## src/rtl/npff_pkg.sv

```systemverilog
// ----------------------------------------------------------------------------
// npff_pkg
// Shared types and codes for the fixed-first next-permutation unit.
// ----------------------------------------------------------------------------
package npff_pkg;

    localparam int VAL_W = 4;

    typedef enum logic [1:0] {
        KIND_RESTORE = 2'd0,
        KIND_LOAD    = 2'd1,
        KIND_ADVANCE = 2'd2,
        KIND_NONE    = 2'd3
    } kind_t;

    // per-cell command, the same for the whole row
    typedef enum logic [2:0] {
        CMD_HOLD  = 3'd0,
        CMD_RESET = 3'd1,
        CMD_LOAD  = 3'd2,
        CMD_SWAP  = 3'd3,
        CMD_SHIFT = 3'd4
    } cmd_t;

    typedef struct packed {
        cmd_t             cmd;
        logic [5:0]       idx_a;
        logic [5:0]       idx_b;
        logic [VAL_W-1:0] val_a;
        logic [VAL_W-1:0] val_b;
    } cell_ctl_t;

    localparam int CFG_SIZE_IN_USE = 0;

endpackage

```

## src/rtl/npff_cell.sv

```systemverilog
// ----------------------------------------------------------------------------
// npff_cell
// One entry of the permutation row: holds a vertex id, takes load, swap
// and rotate commands, and passes its value to the left neighbor.
// ----------------------------------------------------------------------------
module npff_cell
    import npff_pkg::*;
#(
    parameter int IDX = 0
) (
    input  logic             aclk,
    input  logic             aresetn,
    input  cell_ctl_t        ctl,
    input  logic [VAL_W-1:0] right_in,
    output logic [VAL_W-1:0] value
);
    logic [VAL_W-1:0] value_reg;
    logic [VAL_W-1:0] value_next;

    always_comb begin
        value_next = value_reg;
        case (ctl.cmd)
            CMD_RESET: value_next = VAL_W'(IDX);
            CMD_LOAD: begin
                if (ctl.idx_a == 6'(IDX)) value_next = ctl.val_a;
            end
            CMD_SWAP: begin
                if (ctl.idx_a == 6'(IDX)) value_next = ctl.val_b;
                else if (ctl.idx_b == 6'(IDX)) value_next = ctl.val_a;
            end
            CMD_SHIFT: value_next = right_in;
            default: value_next = value_reg;
        endcase
    end

    always_ff @(posedge aclk) begin
        if (!aresetn) begin
            value_reg <= VAL_W'(IDX);
        end else begin
            value_reg <= value_next;
        end
    end

    assign value = value_reg;
endmodule

```

## src/rtl/next_permutation_fixed_first_unit.sv

```systemverilog
// restore/load update the cell row from idle; advance scans the suffix for the pivot,
// selects the swap partner, swaps, reverses the suffix and emits n words by
// rotating the cell row, one word a cycle while m_tready is high,
// one item at a time; the next word is taken once the run is delivered
// reset: synchronous active low, store returns to identity, size to 16
// ----------------------------------------------------------------------------
// next_permutation_fixed_first_unit
// Steps a permutation to its lexicographic successor keeping position 0.
// ----------------------------------------------------------------------------
module next_permutation_fixed_first_unit
    import npff_pkg::*;
#(
    parameter int MAX_VERTICES = 16
) (
    input  logic        aclk,
    input  logic        aresetn,
    input  logic        s_tvalid,
    output logic        s_tready,
    input  logic [15:0] s_tdata,   // kind[1:0], entry_index[5:2], entry_value[9:6]
    output logic        m_tvalid,
    input  logic        m_tready,
    output logic [7:0]  m_tdata,   // position[3:0], vertex[7:4]
    output logic        m_tlast,
    output logic        m_tuser,   // exhausted
    input  logic        psel,
    input  logic        penable,
    input  logic        pwrite,
    input  logic [1:0]  paddr,
    input  logic [31:0] pwdata,
    output logic [31:0] prdata,
    output logic        pready
);
    localparam int N = MAX_VERTICES;
    localparam int IW = $clog2(N);

    typedef enum logic [6:0] {
        ST_IDLE  = 7'b0000001,
        ST_SCANP = 7'b0000010,
        ST_SCANS = 7'b0000100,
        ST_SWAP  = 7'b0001000,
        ST_REV   = 7'b0010000,
        ST_EMIT  = 7'b0100000,
        ST_EXH   = 7'b1000000
    } state_t;

    state_t state_reg, state_next;
    logic [4:0] size_reg;
    logic [5:0] n_reg, p_reg, s_reg, cnt_reg;
    logic [5:0] n_eff;
    logic [VAL_W-1:0] vals [N];
    cell_ctl_t ctl;

    logic [1:0] in_kind;
    logic [3:0] in_idx, in_val;
    assign in_kind = s_tdata[1:0];
    assign in_idx  = s_tdata[5:2];
    assign in_val  = s_tdata[9:6];

    assign pready = 1'b1;
    assign prdata = {27'd0, size_reg};

    always_ff @(posedge aclk) begin
        if (!aresetn) size_reg <= 5'd16;
        else if (psel && penable && pwrite && paddr == 2'(CFG_SIZE_IN_USE))
            size_reg <= pwdata[4:0];
    end

    always_comb begin
        n_eff = 6'(size_reg);
        if (n_eff > 6'(N)) n_eff = 6'(N);
        if (n_eff > 6'd16) n_eff = 6'd16;
    end

    // row of cells; rotation feeds cell 0 into the top cell in use
    genvar g;
    generate
        for (g = 0; g < N; g++) begin : g_cell
            logic [VAL_W-1:0] rin;
            if (g == N-1) begin : g_top
                assign rin = (n_reg == 6'(N)) ? vals[0] : vals[g];
            end else begin : g_mid
                assign rin = (6'(g) == n_reg - 6'd1) ? vals[0] :
                             (6'(g) >= n_reg) ? vals[g] : vals[g+1];
            end
            npff_cell #(.IDX(g)) u_cell (
                .aclk(aclk), .aresetn(aresetn), .ctl(ctl),
                .right_in(rin), .value(vals[g])
            );
        end
    endgenerate

    logic [VAL_W-1:0] vp, vpm1, vs;
    assign vp   = vals[p_reg[IW-1:0]];
    assign vpm1 = vals[IW'(p_reg - 6'd1)];
    assign vs   = vals[s_reg[IW-1:0]];

    logic [5:0] p_next, s_next, cnt_next, n_next;
    always_comb begin
        state_next = state_reg;
        p_next = p_reg; s_next = s_reg; cnt_next = cnt_reg; n_next = n_reg;
        ctl = '0;
        ctl.cmd = CMD_HOLD;
        case (state_reg)
            ST_IDLE: begin
                if (s_tvalid) begin
                    case (in_kind)
                        KIND_RESTORE: ctl.cmd = CMD_RESET;
                        KIND_LOAD: begin
                            ctl.cmd = CMD_LOAD;
                            ctl.idx_a = 6'(in_idx);
                            ctl.val_a = in_val;
                            if (32'(in_idx) >= N) ctl.cmd = CMD_HOLD;
                        end
                        KIND_ADVANCE: begin
                            n_next = n_eff;
                            p_next = n_eff - 6'd1;
                            state_next = (n_eff >= 6'd3) ? ST_SCANP : ST_EXH;
                        end
                        default: ctl.cmd = CMD_HOLD;
                    endcase
                end
            end
            ST_SCANP: begin
                if (p_reg > 6'd1 && vpm1 >= vp) p_next = p_reg - 6'd1;
                else if (p_reg > 6'd1) begin
                    s_next = n_reg - 6'd1;
                    state_next = ST_SCANS;
                end else state_next = ST_EXH;
            end
            ST_SCANS: begin
                if (s_reg > p_reg && vs <= vpm1) s_next = s_reg - 6'd1;
                else state_next = ST_SWAP;
            end
            ST_SWAP: begin
                ctl.cmd = CMD_SWAP;
                ctl.idx_a = p_reg - 6'd1; ctl.idx_b = s_reg;
                ctl.val_a = vpm1; ctl.val_b = vs;
                s_next = n_reg - 6'd1;
                state_next = ST_REV;
            end
            ST_REV: begin
                if (p_reg < s_reg) begin
                    ctl.cmd = CMD_SWAP;
                    ctl.idx_a = p_reg; ctl.idx_b = s_reg;
                    ctl.val_a = vp; ctl.val_b = vs;
                    p_next = p_reg + 6'd1; s_next = s_reg - 6'd1;
                end else begin
                    cnt_next = '0;
                    state_next = ST_EMIT;
                end
            end
            ST_EMIT: begin
                if (m_tready) begin
                    ctl.cmd = CMD_SHIFT;
                    cnt_next = cnt_reg + 6'd1;
                    if (cnt_reg == n_reg - 6'd1) state_next = ST_IDLE;
                end
            end
            ST_EXH: if (m_tready) state_next = ST_IDLE;
            default: state_next = ST_IDLE;
        endcase
    end

    always_ff @(posedge aclk) begin
        if (!aresetn) begin
            state_reg <= ST_IDLE;
            n_reg <= 6'd16; p_reg <= '0; s_reg <= '0; cnt_reg <= '0;
        end else begin
            state_reg <= state_next;
            n_reg <= n_next; p_reg <= p_next; s_reg <= s_next; cnt_reg <= cnt_next;
        end
    end

    assign s_tready = (state_reg == ST_IDLE);
    assign m_tvalid = (state_reg == ST_EMIT) || (state_reg == ST_EXH);
    assign m_tdata  = (state_reg == ST_EMIT) ? {vals[0], cnt_reg[3:0]} : 8'd0;
    assign m_tlast  = (state_reg == ST_EXH) || (cnt_reg == n_reg - 6'd1);
    assign m_tuser  = (state_reg == ST_EXH);
endmodule

```

## config.mk

```make
export PLATFORM = sky130hd
export DESIGN_NAME = next_permutation_fixed_first_unit
export DESIGN_NICKNAME = d
export VERILOG_FILES = /design/src/rtl/npff_pkg.sv /design/src/rtl/npff_cell.sv /design/src/rtl/next_permutation_fixed_first_unit.sv
export SDC_FILE = /design/constraint.sdc
export NUM_CORES = 1
export LEC_CHECK = 0
export ABC_AREA = 1
export BUFFER_PORTS_ARGS = -buffer_cell sky130_fd_sc_hd__buf_2
export CORE_ASPECT_RATIO = 1.2
export CORE_UTILIZATION = 60
export DETAILED_ROUTE_END_ITERATION = 12
export PLACE_DENSITY = 0.92
export SKIP_CTS_REPAIR_TIMING = 1
export SYNTH_ARGS = -nofsm -noshare
export SYNTH_HDL_FRONTEND = slang
export SYNTH_SLANG_ARGS = --single-unit
```

## constraint.sdc

```tcl
create_clock -name aclk -period 4 [get_ports aclk]
set_input_delay 0.4 -clock aclk [delete_from_list [all_inputs] [get_ports aclk]]
set_output_delay 0.4 -clock aclk [all_outputs]
set_load 0.1 [all_outputs]
```

## Yosys cells after proc, flatten, opt, wreduce, memory -nomap -nowiden

Index checks and enable logic that the tools add are counted.

| storage, ports and cells | value |
|---|---|
| bits of input ports | 57 |
| register bits | 100 |
| logic and storage cells | 357 |
| output and inout port bits | 45 |

| cells by class | value |
|---|---|
| eq/ne operators | 120 |
| reductions and logical operators | 37 |
| bitwise logic cells | 3 |
| magnitude comparators | 26 |
| multiplexer cells | 143 |
| $add $sub $neg | 6 |

Operator list:

| operator | count |
|---|---|
| 2-to-1 mux 4 bit | 88 |
| one-hot mux 4 bit (4 select lines) | 16 |
| equality test 6 x 4 -> 1 bit (second input constant) | 16 |
| 2-to-1 mux 7 bit | 10 |
| 2-to-1 mux 6 bit | 11 |
| AND reduction 4 bit | 15 |
| one-hot mux 7 bit (7 select lines) | 1 |
| binary-select mux 4 bit (select 4 bit) | 3 |
| equality test 6 x 3 -> 1 bit (second input constant) | 8 |
| != test 3 x 1 -> 1 bit (second input constant) | 16 |
| equality test 4 x 6 -> 1 bit (first input constant) | 7 |
| greater-or-equal comparator 4 x 6 -> 1 bit (first input constant) | 7 |
| != test 3 bit (second input constant) | 14 |
| one-hot mux 6 bit (3 select lines) | 2 |
| != test 2 x 1 -> 1 bit (second input constant) | 17 |
| != test 2 bit (second input constant) | 14 |
| equality test 3 x 6 -> 1 bit (first input constant) | 4 |
| equality test 6 x 2 -> 1 bit (second input constant) | 4 |
| greater-or-equal comparator 3 x 6 -> 1 bit (first input constant) | 4 |
| one-hot mux 6 bit (2 select lines) | 2 |
| one-hot mux 6 bit (4 select lines) | 1 |
| subtractor 6 x 1 -> 6 bit (second input constant) | 4 |
| 2-to-1 mux 22 bit | 1 |
| logical NOT 6 bit | 3 |
| other kinds (46) | 67 |

## Longest topological paths before layout

| depth | value |
|---|---|
| depth in word-level cells | 10 |
| gate-level depth with buffers | 24 |
| gate-level depth less buffers | 21 |

## Cells and area by module

Synthesis repeated with hierarchy kept, for this count alone.

| second synthesis, totals | value |
|---|---|
| cell total of the unflattened synthesis | 2508 |
| area, all modules | 13784.5 sq um |

Modules (own cells, without submodules):

| module | area each (sq um) | times used | cells an instance | seq. area each (sq um) |
|---|---|---|---|---|
| next_permutation_fixed_first_unit | 6262.3 | 1 | 1148 | 700.7 |
| npff_cell at g_cell[11].u_cell ... | 462.9 | 3 | 84 | 80.1 |
| npff_cell at g_cell[10].u_cell ... | 478.0 | 2 | 89 | 80.1 |
| npff_cell at g_cell[1].u_cell ... | 478.0 | 2 | 82 | 80.1 |
| npff_cell at g_cell[5].u_cell ... | 473.0 | 2 | 91 | 80.1 |
| npff_cell at g_cell[12].u_cell ... | 471.7 | 2 | 84 | 80.1 |
| npff_cell at g_cell[4].u_cell | 484.2 | 1 | 84 | 80.1 |
| npff_cell at g_cell[7].u_cell | 479.2 | 1 | 85 | 80.1 |
| npff_cell at g_cell[0].u_cell | 473.0 | 1 | 82 | 80.1 |
| npff_cell at g_cell[15].u_cell | 462.9 | 1 | 83 | 80.1 |
| npff_cell at g_cell[8].u_cell | 432.9 | 1 | 82 | 80.1 |

## Least setup slack after synthesis

No wires, ideal clock.

| path | value |
|---|---|
| path kind | register -> output |
| from | register state_reg[2] |
| to | output port m_tuser |
| slack | 0.194 ns |
| data required time | 3.600 ns |
| stages on the path, launching flop included | 4 |
| path buffers | 0 |
| arrival | 3.406 ns |
| cell sequence | dfxtp_1 -> nor2_2 -> nand2_2 -> nor4_1 |

| between the ends | value |
|---|---|
| word-level cells in the longest chain between the ends | 1 |

RTL lines:

| element | line | text |
|---|---|---|
| start: declaration | next_permutation_fixed_first_unit.sv:46 | `state_t state_reg, state_next;` |
| start signal: assignment | next_permutation_fixed_first_unit.sv:169 | `state_reg <= state_next;` |
| equality test 7 bit | next_permutation_fixed_first_unit.sv:178 | `assign m_tuser = (state_reg == ST_EXH);` |
| end: declaration | next_permutation_fixed_first_unit.sv:24 | `output logic m_tuser,` |

No other way between the ends.

## Worst setup path after layout

| path | value |
|---|---|
| from | register p_reg[1] |
| to | register s_reg[3] |

| between the ends | value |
|---|---|
| word-level cells in the longest chain between the ends | 9 |
| elaborated cells between the ends (all ways) | 21 |
| those cells by class | add/sub: 1; order compare: 5; eq/ne: 4; mux: 6; bitwise: 2; reduce/logical: 3 |

RTL lines:

| element | line | text |
|---|---|---|
| start: declaration | next_permutation_fixed_first_unit.sv:48 | `logic [5:0] n_reg, p_reg, s_reg, cnt_reg;` |
| start signal: assignment | next_permutation_fixed_first_unit.sv:170 | `n_reg <= n_next; p_reg <= p_next; s_reg <= s_next; cnt_reg <= cnt_next;` |
| subtractor 6 x 1 -> 6 bit | - |  |
| inverter 4 -> 5 bit (not written as such) | next_permutation_fixed_first_unit.sv:94 | `assign vpm1 = vals[IW'(p_reg - 6'd1)];` |
| binary-select mux 4 bit (select 4 bit) | next_permutation_fixed_first_unit.sv:94 |  |
| 2-to-1 mux 4 bit (not written as such) (2 in a row) | next_permutation_fixed_first_unit.sv:94 |  |
| <= comparator 4 bit or greater-or-equal comparator 4 bit (tied branches) | next_permutation_fixed_first_unit.sv:131, next_permutation_fixed_first_unit.sv:124 |  |
| logical AND 1 bit (on tied branches) | next_permutation_fixed_first_unit.sv:131, next_permutation_fixed_first_unit.sv:124 |  |
| != test 2 bit (no source line) | - |  |
| AND reduction 5 bit (no source line) (*) | - |  |
| end signal: assignment | next_permutation_fixed_first_unit.sv:170 |  |
| end: declaration | next_permutation_fixed_first_unit.sv:48 |  |

Every way passes the cells marked *; elsewhere a longest branch is shown, timed or not. The select of a mux whose other input is x is not followed.
A chain may end at the register's enable or synchronous reset.

==> flow_summary.toml <==
[sta]
worstMarginPinSlew_ns = 0.975
slew_viol_final = 0
rsz0062_at_grt = "false"
setup_viol = 0
fmax_mhz = 272
holdWs_ns = 0.246
tns_ns = 0
min_period_ns = 3.68
skew_ns = 0.0140
maxSlewHeadroom = 0.348
hold_viol = 0
finalCritPeriodShare = 0.921

[final_layout]
drive_gt1_frac = 0.111
antennaDiodeCount = 0
nFillCells = 1747
nNetsFinal = 2016
regArea_um2 = 1980
synthToLayoutAreaGrowth_pct = 6.32
largest_reg_flops = 64
multi_input_area_um2 = 7420

[synth]
synth-warning-count = 0
syn_inst = 1921
synth_area_um2 = 10800
synth_top_area_share = 0.215
postSynthAreaPerCell_um2 = 5.62
ys_ff_latch = 99
synthTopCellsByArea = "nand2_1 21%, dfxtp_1 18%, nand3_1 10%, a21oi_1 8.1%, inv_1 6.7%"
ys_types = 51
yosysTopAreaCell = "nand2_1"
yosysSeqAreaShare = 0.184

[clock_network]
cts.sinks = 99
max-clock-path-buffers = 2
htree_levels = 3
insertion_delay_ns = 0.37
clkTransAtPathRegs_ns = 0.08
cts-root-buf = "clkbuf_16"
cts_tree = "built"
numCtsBuffers = 9

[global_routing]
grt_pass1_vias = 12400
antenna_found_initial = 1
grt_max_degree = 80
grt_use_total = 0.516
overflow = 0
grt_pass1_wl_mm = 72.1

[drt]
drc = 0
postRouteAntennaNets = 0
drtPass1Iterations = 6
num_vias = 13600
routedWlPerCell_um = 22.2
routed_wirelength_mm = 47.8
drt-initial-drc-count = 2151
vias_per_cell = 6.29

[pwr]
power_density_nw_per_um2 = 565
cellLeakagePower_nw = 5.75
irDropWorstVdd_v = 0.000714
totalPowerFinal_mw = 6.48

[setup_path]
critPathLaunchType = "register"
max_stage_delay_ns = 0.68
worstPathRequired_ns = 4.29
worstSetupEndpointType = "register"
critPathMaxFanout = 9
critPathKind = "register to register"
cpMostUsedCell = "nand3_1"
cp_data_arrival_time_ns = 3.97
path_cells = "inv_2 > ha_1 > xor2_2 > nand3_1 > nand3_1 > nand2_1 > ha_1 > inv_1 > nor2_1 > o21ai_0 > nand3_1 > nand3_1 > inv_1 > nor3_1 > nand2_1 > inv_1 > o211ai_1 > a21oi_1"
reg2reg_depth = 18
slowest_stage = "xor2_2"

[floorplan]
initial_core_util = 0.614
rows = 53
die_w_um = 124
dieArea_um2 = 18500
die_height_um = 149
io_pins = 102
coreArea_um2 = 17600

[min_path]
whs_path_depth = 3
min_path_type = "primary input to register"

[place]
portBuffers = 40
gp_congestion = 1.14
dp_hpwl_mm = 35.6

[run]
maxCapViolCount = 0

[outcome]
status = "finished, final reports clean"
==> through the flow <==
step	cell area [um^2]	utilization	worst slack [ns]	instances
floorplan	10900	-	0.194	1947
global placement	11100	0.633	0.609	2143
detailed placement	11100	0.633	0.486	2143
CTS	11500	0.653	0.462	2159
global route	11500	0.653	0.00871	2159
finish	11500	0.653	0.318	2159
==> cell usage in the layout, fill, tap and decap left out, types with 10 or more instances in the layout <==
cell type  netlist  routed
conb_1           2      28
nor2_4          11      11
inv_2           31      32
nand2_1        617     617
nor2_2          21      21
buf_4           31      41
nand4_1         15      15
nand3_2         10      10
dfxtp_1         99      98
o21ai_0        127     127
nor3_1          16      16
ha_1            25      25
inv_1          193     193
nand3_1        223     223
xor2_1          11      11
nor2_1          97      97
nand2_2         17      17
buf_2           28      40
a21oi_1        174     174
o211ai_1        29      29
o21ai_1         20      20
==> area by class of cell <==
type,instances,share of cell area
clock buffer,10,0.0208
clock inverter,6,0.0101
sequential,99,0.173
tap,220,0.0240
multi-input combinational,1506,0.647
inverter,235,0.0778
timing repair buffer,83,0.0478
==> power by group <==
group | total [mW] | internal [mW] | switching, mW
sequential | 1.25 | 1.10 | 0.144
combinational | 4.13 | 1.13 | 3.00
clock | 1.11 | 0.638 | 0.469
==> critical path: cells and delay by family (launching register included) <==
| family | cells | cell delay (ns) |
|---|---|---|
| fa+ha+maj | 2 | 0.60 |
| flops | 1 | 0.34 |
| buf+inv | 4 | 0.39 |
| simple gates | 8 | 1.18 |
| xor+xnor | 1 | 0.68 |
| compound gates | 3 | 0.41 |
==> kinds of logic (layout without fill, tap and decap cells) <==
| logic type | Yosys count | count (layout) | share of synthesized area |
|---|---|---|---|
| AO/OA/AOI/OAI | 383 | 383 | 0.193 |
| XOR/XNOR | 15 | 15 | 0.0136 |
| adder cells (fa/ha/maj) | 25 | 25 | 0.0290 |
| buffers and inverters | 342 | 334 | 0.138 |
| flip-flops | 99 | 99 | 0.184 |
| other | 2 | 28 | 0.000696 |
| AND/OR/NAND/NOR | 1055 | 1055 | 0.442 |
==> cells in the mapped netlist (all sizes together) <==
cell type / instances
a211oi: 2
xor2: 13
conb: 2
a21boi: 1
o2111ai: 2
o211ai: 29
o31ai: 2
o22ai: 1
nor3: 16
inv: 227
a22oi: 7
nand3: 240
xnor2: 2
nor4: 4
a32oi: 1
nor2: 133
ha: 25
o21ai: 147
buf: 69
a21oi: 178
nand3b: 4
and3: 1
nand2: 638
clkbuf: 38
or2: 1
clkinv: 8
dfxtp: 99
nor3b: 3
nand4: 15
a31oi: 8
o221ai: 4
o41ai: 1
==> metal layers <==
| metal | track usage | wire (um) | part of all wire | up-vias |
|---|---|---|---|---|
| met2 | 0.758 | 19600 | 0.41 | 1026 |
| met4 | 0.480 | 5160 | 0.11 | 0 |
| met5 | 0 | 0 | 0 | - |
| li1 | - | - | - | 6247 |
| met1 | 0.606 | 16700 | 0.35 | 5993 |
| met3 | 0.147 | 6450 | 0.13 | 312 |
==> final timing paths <==
check | from | endpoint | slack, ns
setup / recovery | p_reg[1] | s_reg[3] | 0.32
hold / removal | pwdata[4] | size_reg[4] | 0.25
setup reg to reg | p_reg[1] | s_reg[3] | 0.32
hold reg to reg | g_cell[6].u_cell.value[0] | g_cell[6].u_cell.value[0] | 0.47
Note: power is estimated with default switching activity, not from simulation.
